`src/sv/sal_pkg.sv`:
```
// Package for the sorted slot-linked list: field widths, request and status codes,
// and the signed key compare. No dependencies.
package sal_pkg;

    localparam int OP_W     = 2;
    localparam int KEY_W    = 32;
    localparam int STATUS_W = 2;
    localparam int SLOT_W   = 6;
    localparam int COUNT_W  = 7;
    localparam int SLOTS_DEF = 64;

    localparam logic [OP_W-1:0] OP_INSERT = 2'd0;
    localparam logic [OP_W-1:0] OP_DELETE = 2'd1;
    localparam logic [OP_W-1:0] OP_SEARCH = 2'd2;
    localparam logic [OP_W-1:0] OP_CLEAR  = 2'd3;

    localparam logic [STATUS_W-1:0] ST_OK       = 2'd0;
    localparam logic [STATUS_W-1:0] ST_FULL     = 2'd1;
    localparam logic [STATUS_W-1:0] ST_DUP      = 2'd2;
    localparam logic [STATUS_W-1:0] ST_NOTFOUND = 2'd3;

    typedef logic signed [KEY_W-1:0] t_key;

    function automatic logic key_less(input t_key a, input t_key b);
        return a < b;
    endfunction

endpackage

```
`src/sv/sal_if.sv`:
```
// Valid/ready channel interfaces for requests and results.
// Depends on sal_pkg.
interface sal_req_if import sal_pkg::*; ();
    logic                valid;
    logic                ready;
    logic [OP_W-1:0]     op;
    t_key                key;

    modport source(output valid, output op, output key, input ready);
    modport sink(input valid, input op, input key, output ready);
endinterface

interface sal_rsp_if import sal_pkg::*; ();
    logic                valid;
    logic                ready;
    logic [STATUS_W-1:0] status;
    logic [SLOT_W-1:0]   slot;
    logic [COUNT_W-1:0]  count;

    modport source(output valid, output status, output slot, output count, input ready);
    modport sink(input valid, input status, input slot, input count, output ready);
endinterface

```
`src/sv/sorted_array_linked_list.sv`:
```
// Flow: clear and an insert into a full list go straight to the result register; search,
// delete and insert walk the list past each key below the request key, one link memory
// read per step (up to SLOTS keys), and insert first reads the free list head.
// Throughput: one request at a time; the next is taken once the result is registered.
// Reset: synchronous, active low; empty list, all slots free. No clearing pass: slots
// at or above the fill mark read as chained in order. Depends on sal_pkg and sal_if.
module sorted_array_linked_list import sal_pkg::*; #(
    parameter int SLOTS = SLOTS_DEF
) (
    input  logic       i_clk,
    input  logic       i_rst_n,
    sal_req_if.sink    i_req,
    sal_rsp_if.source  o_rsp
);

    localparam int LW = $clog2(SLOTS + 1);
    localparam int SW = $clog2(SLOTS);

    typedef logic [LW-1:0] t_link;
    typedef logic [SW-1:0] t_addr;

    localparam t_link LINK_NONE = t_link'(SLOTS);
    localparam t_link LINK_FULL = t_link'(SLOTS);

    localparam logic [2:0] S_IDLE    = 3'd0;
    localparam logic [2:0] S_FREE    = 3'd1;
    localparam logic [2:0] S_WALK    = 3'd2;
    localparam logic [2:0] S_RESOLVE = 3'd3;
    localparam logic [2:0] S_LINK    = 3'd4;
    localparam logic [2:0] S_DONE    = 3'd5;

    // slot store
    t_key  r_keys  [SLOTS];
    t_link r_links [SLOTS];
    t_key  r_rd_key;
    t_link r_rd_link;
    t_addr r_rd_addr;

    logic [2:0]          r_state, n_state;
    logic [OP_W-1:0]     r_op, n_op;
    t_key                r_key, n_key;
    t_link               r_cur, n_cur;
    t_link               r_prev, n_prev;
    t_link               r_list_head, n_list_head;
    t_link               r_free_head, n_free_head;
    t_link               r_free_next, n_free_next;
    t_link               r_count, n_count;
    t_link               r_fill, n_fill;
    t_link               r_link_data, n_link_data;
    logic [STATUS_W-1:0] r_status, n_status;
    t_link               r_slot, n_slot;

    logic                r_out_valid, n_out_valid;
    logic [STATUS_W-1:0] r_out_status, n_out_status;
    logic [SLOT_W-1:0]   r_out_slot, n_out_slot;
    logic [COUNT_W-1:0]  r_out_count, n_out_count;

    logic  rd_en;
    t_addr rd_addr;
    logic  wr_key_en;
    logic  wr_link_en;
    t_addr wr_addr;
    t_link wr_link;
    t_link rd_next;
    logic  found;

    // link of a slot; slots never allocated since clear or reset chain to the next index, the last slot to none
    function automatic t_link link_of(input t_addr a, input t_link d, input t_link fill);
        if (t_link'(a) >= fill) begin
            return (a == t_addr'(SLOTS - 1)) ? LINK_NONE : t_link'(t_link'(a) + 1'b1);
        end
        return d;
    endfunction

    assign rd_next = link_of(r_rd_addr, r_rd_link, r_fill);
    assign found   = (r_cur != LINK_NONE) && (r_rd_key == r_key);

    assign i_req.ready  = (r_state == S_IDLE);
    assign o_rsp.valid  = r_out_valid;
    assign o_rsp.status = r_out_status;
    assign o_rsp.slot   = r_out_slot;
    assign o_rsp.count  = r_out_count;

    always_comb begin
        n_state      = r_state;
        n_op         = r_op;
        n_key        = r_key;
        n_cur        = r_cur;
        n_prev       = r_prev;
        n_list_head  = r_list_head;
        n_free_head  = r_free_head;
        n_free_next  = r_free_next;
        n_count      = r_count;
        n_fill       = r_fill;
        n_link_data  = r_link_data;
        n_status     = r_status;
        n_slot       = r_slot;
        n_out_valid  = r_out_valid && !o_rsp.ready;
        n_out_status = r_out_status;
        n_out_slot   = r_out_slot;
        n_out_count  = r_out_count;
        rd_en        = 1'b0;
        rd_addr      = r_free_head[SW-1:0];
        wr_key_en    = 1'b0;
        wr_link_en   = 1'b0;
        wr_addr      = r_prev[SW-1:0];
        wr_link      = r_link_data;

        case (r_state)
            S_IDLE: begin
                if (i_req.valid) begin
                    n_op     = i_req.op;
                    n_key    = i_req.key;
                    n_status = ST_OK;
                    n_slot   = '0;
                    case (i_req.op)
                        OP_CLEAR: begin
                            n_list_head = LINK_NONE;
                            n_free_head = '0;
                            n_count     = '0;
                            n_fill      = '0;
                            n_state     = S_DONE;
                        end
                        OP_INSERT: begin
                            if (r_free_head == LINK_NONE) begin
                                n_status = ST_FULL;
                                n_state  = S_DONE;
                            end else begin
                                rd_en   = 1'b1;
                                rd_addr = r_free_head[SW-1:0];
                                n_state = S_FREE;
                            end
                        end
                        default: begin
                            n_prev = LINK_NONE;
                            n_cur  = r_list_head;
                            if (r_list_head == LINK_NONE) begin
                                n_state = S_RESOLVE;
                            end else begin
                                rd_en   = 1'b1;
                                rd_addr = r_list_head[SW-1:0];
                                n_state = S_WALK;
                            end
                        end
                    endcase
                end
            end
            S_FREE: begin
                n_free_next = rd_next;
                n_prev      = LINK_NONE;
                n_cur       = r_list_head;
                if (r_list_head == LINK_NONE) begin
                    n_state = S_RESOLVE;
                end else begin
                    rd_en   = 1'b1;
                    rd_addr = r_list_head[SW-1:0];
                    n_state = S_WALK;
                end
            end
            S_WALK: begin
                if (key_less(r_rd_key, r_key)) begin
                    n_prev = r_cur;
                    n_cur  = rd_next;
                    if (rd_next == LINK_NONE) begin
                        n_state = S_RESOLVE;
                    end else begin
                        rd_en   = 1'b1;
                        rd_addr = rd_next[SW-1:0];
                    end
                end else begin
                    n_state = S_RESOLVE;
                end
            end
            S_RESOLVE: begin
                n_state = S_DONE;
                case (r_op)
                    OP_INSERT: begin
                        if (found) begin
                            n_status = ST_DUP;
                        end else begin
                            wr_key_en   = 1'b1;
                            wr_link_en  = 1'b1;
                            wr_addr     = r_free_head[SW-1:0];
                            wr_link     = r_cur;
                            n_free_head = r_free_next;
                            if (r_free_head >= r_fill) begin
                                n_fill = t_link'(r_free_head + 1'b1);
                            end
                            n_count     = t_link'(r_count + 1'b1);
                            n_slot      = r_free_head;
                            n_link_data = r_free_head;
                            if (r_prev == LINK_NONE) begin
                                n_list_head = r_free_head;
                            end else begin
                                n_state = S_LINK;
                            end
                        end
                    end
                    OP_DELETE: begin
                        if (!found) begin
                            n_status = ST_NOTFOUND;
                        end else begin
                            wr_link_en  = 1'b1;
                            wr_addr     = r_cur[SW-1:0];
                            wr_link     = r_free_head;
                            n_free_head = r_cur;
                            if (r_count != '0) begin
                                n_count = t_link'(r_count - 1'b1);
                            end
                            n_link_data = rd_next;
                            if (r_prev == LINK_NONE) begin
                                n_list_head = rd_next;
                            end else begin
                                n_state = S_LINK;
                            end
                        end
                    end
                    default: begin
                        if (found) begin
                            n_slot = r_cur;
                        end else begin
                            n_status = ST_NOTFOUND;
                        end
                    end
                endcase
            end
            S_LINK: begin
                wr_link_en = 1'b1;
                wr_addr    = r_prev[SW-1:0];
                wr_link    = r_link_data;
                n_state    = S_DONE;
            end
            S_DONE: begin
                if (!r_out_valid || o_rsp.ready) begin
                    n_out_valid  = 1'b1;
                    n_out_status = r_status;
                    n_out_slot   = SLOT_W'(r_slot);
                    n_out_count  = COUNT_W'(r_count);
                    n_state      = S_IDLE;
                end
            end
            default: begin
                n_state = S_IDLE;
            end
        endcase
    end

    always_ff @(posedge i_clk) begin
        if (wr_key_en) begin
            r_keys[wr_addr] <= r_key;
        end
        if (wr_link_en) begin
            r_links[wr_addr] <= wr_link;
        end
        if (rd_en) begin
            r_rd_key  <= r_keys[rd_addr];
            r_rd_link <= r_links[rd_addr];
            r_rd_addr <= rd_addr;
        end
    end

    always_ff @(posedge i_clk) begin
        if (!i_rst_n) begin
            r_state     <= S_IDLE;
            r_out_valid <= 1'b0;
            r_list_head <= LINK_NONE;
            r_free_head <= '0;
            r_count     <= '0;
            r_fill      <= '0;
        end else begin
            r_state     <= n_state;
            r_out_valid <= n_out_valid;
            r_list_head <= n_list_head;
            r_free_head <= n_free_head;
            r_count     <= n_count;
            r_fill      <= n_fill;
        end
    end

    always_ff @(posedge i_clk) begin
        r_op         <= n_op;
        r_key        <= n_key;
        r_cur        <= n_cur;
        r_prev       <= n_prev;
        r_free_next  <= n_free_next;
        r_link_data  <= n_link_data;
        r_status     <= n_status;
        r_slot       <= n_slot;
        r_out_status <= n_out_status;
        r_out_slot   <= n_out_slot;
        r_out_count  <= n_out_count;
    end

`ifndef NO_ASSERTIONS
    a_free_empty_iff_full: assert property (@(posedge i_clk) disable iff (!i_rst_n)
        (r_free_head == LINK_NONE) == (r_count == LINK_FULL))
        else $error("free list state disagrees with entry count");

    a_count_below_fill: assert property (@(posedge i_clk) disable iff (!i_rst_n)
        (r_count <= r_fill) && (r_fill <= LINK_FULL))
        else $error("entry count exceeds fill mark");

    a_walk_on_slot: assert property (@(posedge i_clk) disable iff (!i_rst_n)
        (r_state == S_WALK) |-> (r_cur != LINK_NONE) && $past(rd_en))
        else $error("walk step without a pending slot read");

    a_link_after_resolve: assert property (@(posedge i_clk) disable iff (!i_rst_n)
        (r_state == S_LINK) |-> (r_prev != LINK_NONE) && ($past(r_state) == S_RESOLVE))
        else $error("predecessor relink without predecessor");
`endif

endmodule
```
`src/flat_wrapper.sv`:
```
// flat-port wrapper written by rule: the top's interface ports become plain ports
module sorted_array_linked_list_flat import sal_pkg::*;
#(
    parameter int SLOTS = SLOTS_DEF
)
  (i_clk, i_rst_n, i_req_valid, i_req_op, i_req_key, i_req_ready, o_rsp_valid, o_rsp_status, o_rsp_slot, o_rsp_count, o_rsp_ready);
  sal_req_if i_req_i ();
  sal_rsp_if o_rsp_i ();
  input  logic i_clk;
  input  logic i_rst_n;
  input wire logic [$bits(i_req_i.valid)-1:0] i_req_valid;
  input wire logic [$bits(i_req_i.op)-1:0] i_req_op;
  input wire logic [$bits(i_req_i.key)-1:0] i_req_key;
  output wire logic [$bits(i_req_i.ready)-1:0] i_req_ready;
  output wire logic [$bits(o_rsp_i.valid)-1:0] o_rsp_valid;
  output wire logic [$bits(o_rsp_i.status)-1:0] o_rsp_status;
  output wire logic [$bits(o_rsp_i.slot)-1:0] o_rsp_slot;
  output wire logic [$bits(o_rsp_i.count)-1:0] o_rsp_count;
  input wire logic [$bits(o_rsp_i.ready)-1:0] o_rsp_ready;
  assign i_req_i.valid = i_req_valid;
  assign i_req_i.op = i_req_op;
  assign i_req_i.key = i_req_key;
  assign i_req_ready = i_req_i.ready;
  assign o_rsp_valid = o_rsp_i.valid;
  assign o_rsp_status = o_rsp_i.status;
  assign o_rsp_slot = o_rsp_i.slot;
  assign o_rsp_count = o_rsp_i.count;
  assign o_rsp_i.ready = o_rsp_ready;
  sorted_array_linked_list #(.SLOTS(SLOTS)) u_core (.i_clk(i_clk), .i_rst_n(i_rst_n), .i_req(i_req_i), .o_rsp(o_rsp_i));
endmodule
```
`config.mk`:
```
export PLATFORM = sky130hd
export DESIGN_NAME = sorted_array_linked_list_flat
export DESIGN_NICKNAME = d
export VERILOG_FILES = /design/src/sv/sal_pkg.sv /design/src/sv/sal_if.sv /design/src/sv/sorted_array_linked_list.sv /design/src/flat_wrapper.sv
export SDC_FILE = /design/constraint.sdc
export NUM_CORES = 2
export LEC_CHECK = 0
export ABC_AREA = 1
export BUFFER_PORTS_ARGS = -buffer_cell sky130_fd_sc_hd__buf_2
export CORE_MARGIN = 1
export CORE_UTILIZATION = 55
export CTS_CLUSTER_DIAMETER = 200
export CTS_CLUSTER_SIZE = 40
export DETAILED_ROUTE_END_ITERATION = 10
export PLACE_DENSITY_LB_ADDON = 0.25
export SYNTH_ARGS = -nofsm -noshare
export SYNTH_HDL_FRONTEND = slang
export SYNTH_SLANG_ARGS = --single-unit
```
`constraint.sdc`:
```
create_clock -name i_clk -period 14.35 [get_ports i_clk]
set_input_delay 2.87 -clock i_clk [delete_from_list [all_inputs] [get_ports i_clk]]
set_output_delay 2.87 -clock i_clk [all_outputs]
set_load 0.02 [all_outputs]
```
* Word level (Yosys, flattened, before mapping)
Memory sizes are Yosys's and may differ from the RTL's. A register that Yosys moved wholly into a read port is not among the register bits.
Cells that the tools add are included.
Widths: inputs -> output; s select.
** Storage, ports and cells
- Register bits :: 123
- Memory bits (writable) :: 2496
- Bits of input ports :: 38
- Output and inout port bits :: 17
- Logic and storage cells :: 179
- Memories :: 2
** Memories
- u_core.r_keys :: depth 64, width 32, rd ports 1, clocked after Yosys merged registers in 1, wr ports 1, line sorted_array_linked_list.sv:33 : t_key r_keys [SLOTS];
- u_core.r_links :: depth 64, width 7, rd ports 1, clocked after Yosys merged registers in 1, wr ports 1, line sorted_array_linked_list.sv:34 : t_link r_links [SLOTS];
** Cells by class
- Add/subtract/negate cells :: 4
- Order comparisons :: 3
- Equality and inequality tests :: 35
- Multiplexer cells :: 93
- Reduce and logical (&&, ||, !) cells :: 24
** Operator list (count)
- $mux 7 :: 30
- $pmux 7 s2 :: 9
- $mux 6 :: 9
- $pmux 7 s3 :: 2
- $pmux 6 s2 :: 3
- $eq 32x32->1 :: 1
- $lt 32x32->1 :: 1
- $eq 7x7->1 const B :: 4
- $mux 3 :: 7
- $mux 1 :: 19
- $pmux 3 s6 :: 1
- $pmux 6 s3 :: 1
- $ne 3x2->1 const B :: 5
- $add 7x1->7 const B :: 2
- $ne 2x1->1 const B :: 6
- $pmux 3 s2 :: 2
- $reduce_and 4->1 :: 3
- $reduce_and 6->1 :: 2
- $mux 2 :: 5
- $ne 2x2->1 const B :: 5
- $ne 3x3->1 const B :: 3
- $reduce_and 8->1 :: 1
- $add 6x1->7 const B :: 1
- $ge 6x7->1 :: 1
- other kinds (26) :: 36

* Depth between registers and ports, before layout
- Depth after elaboration :: 8
- Depth in mapped cells :: 29
- Gate-level depth less buffers :: 27

* Worst setup path after synthesis
No wires, ideal clock.
- Kind :: input to register
- Start point :: input port i_req_valid
- End point :: register u_core.r_rd_addr[0] (enable)
- Library setup time :: 460 ps
- Arrival time :: 6005 ps
- Data required time :: 13890 ps
- Setup slack :: 7885 ps
- Stages on the path :: 4
- Path buffers :: 0
- Cell sequence :: inv_1 > nor2_1 > o21ai_0 > o211ai_1
** On the way
- Cells in the longest elaborated chain, start to end :: 2
** Ends and longest elaborated chain
- from (decl) :: line flat_wrapper.sv:11 : input wire logic [$bits(i_req_i.valid)-1:0] i_req_valid;
- $mux 1 :: line sorted_array_linked_list.sv:111 : if (i_req.valid) begin
- $pmux 1 s3 :: line sorted_array_linked_list.sv:109 : case (r_state)
- named net u_core.rd_en :: line sorted_array_linked_list.sv:58 : logic rd_en;
- to (signal assigned) :: line sorted_array_linked_list.sv:258 : r_rd_addr <= rd_addr;
- to (decl) :: line sorted_array_linked_list.sv:37 : t_addr r_rd_addr;
The timed path passes the listed nets, and every way through them passes these cells.
A chain may end at the register's enable or synchronous reset.

* Worst setup path in the final report
- Start point :: input port i_req_op[0]
- End point :: register u_core.r_rd_link[2] (read register of u_core.r_links) (data pin)
** On the way
- Cells in the longest elaborated chain, start to end :: 5
- Elaborated cells on any way between the ends :: 9
- Classes of those cells :: eq/ne (1); mux (6); reduce/logical (2)
** Ends and longest elaborated chain
- from (decl) :: line flat_wrapper.sv:12 : input wire logic [$bits(i_req_i.op)-1:0] i_req_op;
- $eq 2x2->1 / $logic_not 2->1 (equally long branches) :: line sorted_array_linked_list.sv:116 : case (i_req.op)
- $reduce_or 2->1 (no source line)
- $mux 6
- $mux 6 :: line sorted_array_linked_list.sv:111
- $pmux 6 s3 :: line sorted_array_linked_list.sv:109
- to (decl) :: line sorted_array_linked_list.sv:36 : t_link r_rd_link;
Several ways; a longest one is shown, not always the timed one.

==> metrics.txt <==
async set-reset flop share out of synthesis=0%; Routed WL per cell=25.3 µm; Worst-Skew Late Latency=0.82 ns; largest net degree at the start of global routing=213; Critical Path RT=14.88 ns; CTS Buffer Depth=3; fmax=118 MHz; fraction of the mapped netlist area in simple logic gates=23.1%; main combinational cell family by area after synthesis=simple AND/OR/NAND/NOR gates; CP max stage delay=0.87 ns; ratio of cells with drive above 1 in the final layout=4.31%; io pins=55; Initial Util=55.3%; commonest non-fill, non-tap cell in the layout=edfxtp_1; GRT Overall Usage=30.4%; Routed Antenna Nets=0; met2 Track Usage GR=47.6%; Slowest-stage cell, CP=buf_4; CTS Hold Bufs=0; Hold Crit Class=flip-flop to flip-flop; Main synth FF type=edfxtp_1; register area=0.0795 mm²; Worst setup EP type=flip-flop; most frequent cells in the layout=edfxtp_1, nand3_1, nand2_1; RSZ-0062 raised after global routing=no; CP Launch Type=input pin; final setup TNS=0 ns; mux cell area share after synthesis=0%; status=finished clean; Synth Area in Compound Gates=0.949%; GP Congestion=0.891; Avg Inst Size Synth=11.0 µm²; Post-synth EDFFs=2626; CTS buffer count=76; Crit Path Category=input pin to flip-flop; Multi-input gate area=0.0298 mm²; Worst-Margin Slew=1.37 ns; aggregate routed wire length=335000 µm; worst-path maximum fanout=100; max_cap viols=0; flops & latches, synth=2658; Vias/cell=6.06; Synth Warn #=0; clk_skew=0.0588 ns; final core utilization=57.3%; DR vias=80300; CTS tree=yes; Gates resized, CTS repair=0; final setup vio count=0; sequence of cells on the critical path=buf_2, inv_1, ha_1, nand2_1, inv_1, nor2_1, nor2_1, o21bai_1, a21oi_1, nand2_8, nand2_8, buf_4, buf_4, buf_4, nand2_1, nand3_1, nand3_1, nand3_1, nand3_1, nand3_1, nand2_1; cell family with most CP delay=buffers and inverters; met1 Use GR=42.2%; initial antenna violation count=13; Final WS setup=5.89 ns; Leakage=47.2 nW; H-Tree Depth=3; row cnt=170; Die Span Y=467 µm; Detail Placement HPWL=173000 µm; first-pass GRT wire length=493000 µm; Slew Viols, Final=0; Syn Inst Count=10800; Placed Area=0.121 mm²; Post-Syn Area=0.119 mm²; xor/xnor share of the synthesized area=0.0221%; M3 GR Usage=5.80%; number of port buffers=54; layer with the highest usage=met2; synth unique cells=48; CTS root buffer=clkbuf_16; vias in the first global route=75800; fill count=17500; slew margin rel.=8.24%; arrival time at the worst endpoint=8.99 ns; Sink Count=2658; Worst VDD drop=417 µV; PwrDens=215 mW/mm²; setup bufs post-CTS=0; Buf/Inv on CP=6; Final min period=8.46 ns; post-route cell area=0.123 mm²; core area=0.215 mm²; Area Overhead vs Synth=3.68%; most used cell, CP=nand3_1; period utilization=58.9%; pre-CTS setup slack=5.18 ns; sequential share of the synthesized area=67.0%; drc violations=0; Final Hold Vio Count=0; Die X=467 µm; nets=10500; initial DRC count=11200; clock transition at the registers of the reported paths=0.15 ns; grt ovf=0; Adder-Cell Fraction of Synth Area=0.597%; Pre-Repair DR Iteration Count=9; Die ar.=0.218 mm²; syn nets=10900
final timing paths:
check                                                    start                              to  slack, ns  cells after the start
worst max-delay path                               i_req_op[0]   u_core.r_rd_link[2]$_DFFE_PP_       5.89                     21
worst min-delay path            u_core.r_slot[1]$_SDFFCE_PN0P_  u_core.o_rsp.slot[1]$_DFFE_PP_       0.44                      0
worst max register to register      u_core.r_key[24]$_DFFE_PP_   u_core.r_rd_key[16]$_DFFE_PP_       6.04                     27
worst min register to register  u_core.r_slot[1]$_SDFFCE_PN0P_  u_core.o_rsp.slot[1]$_DFFE_PP_       0.44                      0
layer usage:
| layer | vias up | share of wire, % |
|---|---|---|
| li1 | 35800 | - |
| met1 | 39500 | 39 |
| met2 | 4393 | 46 |
| met3 | 572 | 11 |
| met4 | 4 | 3.8 |
| met5 | - | 0.0081 |
synthesized netlist by cell type (5+ instances only):
| master | n | area [µm²] |
|---|---|---|
| nand3_1 | 2606 | 13000 |
| ha_1 | 55 | 688 |
| o21a_1 | 5 | 37.5 |
| nand2_2 | 5 | 31.3 |
| clkbuf_1 | 240 | 901 |
| edfxtp_1 | 2626 | 78900 |
| o22ai_1 | 8 | 50.1 |
| clkinv_1 | 5 | 18.8 |
| o211ai_1 | 8 | 60.1 |
| dfxtp_1 | 32 | 641 |
| nor2_2 | 6 | 37.5 |
| nor2_1 | 107 | 402 |
| nand4_1 | 8 | 50.1 |
| o21ai_0 | 73 | 365 |
| nand2_1 | 1760 | 6610 |
| nor3_1 | 121 | 606 |
| nand3b_1 | 863 | 6480 |
| a21oi_1 | 60 | 300 |
| o221ai_1 | 5 | 43.8 |
| buf_4 | 36 | 270 |
| o21ai_1 | 9 | 45.0 |
| buf_1 | 40 | 150 |
| inv_1 | 1632 | 6130 |
| buf_6 | 78 | 878 |
| buf_2 | 312 | 1560 |
| inv_2 | 12 | 45.0 |
kinds of logic after synthesis:
logic type	after synthesis
buf+inv	2356
simple gates	5488
xor+xnor	3
compound gates	197
fa+ha+maj	56
flops	2658
registers in the layout, summed over array words and instances, names as in the netlist, 2 cells and up:
| register | count |
|---|---|
| u_core.r_keys | 2048 |
| u_core.r_links | 448 |
| u_core.r_key | 32 |
| u_core.r_rd_key | 32 |
| u_core.o_rsp.count | 7 |
| u_core.r_count | 7 |
| u_core.r_cur | 7 |
| u_core.r_fill | 7 |
| u_core.r_free_head | 7 |
| u_core.r_free_next | 7 |
| u_core.r_link_data | 7 |
| u_core.r_list_head | 7 |
| u_core.r_prev | 7 |
| u_core.r_rd_link | 7 |
| u_core.o_rsp.slot | 6 |
| u_core.r_rd_addr | 6 |
| u_core.r_slot | 6 |
| u_core.r_state | 3 |
| u_core.o_rsp.status | 2 |
| u_core.r_op | 2 |
| u_core.r_status | 2 |
layout make-up:
| class | count | share of cell area [%] |
|---|---|---|
| flip-flops and latches | 2658 | 64.6 |
| clock inverters | 5 | 0.0620 |
| repair buffers | 246 | 1.53 |
| multi-input cells | 5744 | 24.2 |
| inverters | 1649 | 5.05 |
| well taps | 2838 | 2.89 |
| diodes | 4 | 0.00813 |
| clock buffers | 95 | 1.66 |
stage by stage:
step | power, mW | hold WS (ns) | cells
floorplan | 18.8 | 0.400 | 10800
global placement | 22.9 | 0.411 | 13100
detailed placement | 23.1 | 0.405 | 13100
CTS | 26.2 | 0.440 | 13200
global route | 27.8 | 0.449 | 13200
finish | 26.5 | 0.438 | 13200
where the power goes:
part | leakage, nW | total [mW] | internal (mW) | switching (mW)
registers | 23.9 | 9.28 | 9.14 | 0.138
clock network | 1.03 | 3.25 | 1.03 | 2.22
logic | 22.3 | 14.0 | 3.47 | 10.5
Power figures use the tool's default switching activity.
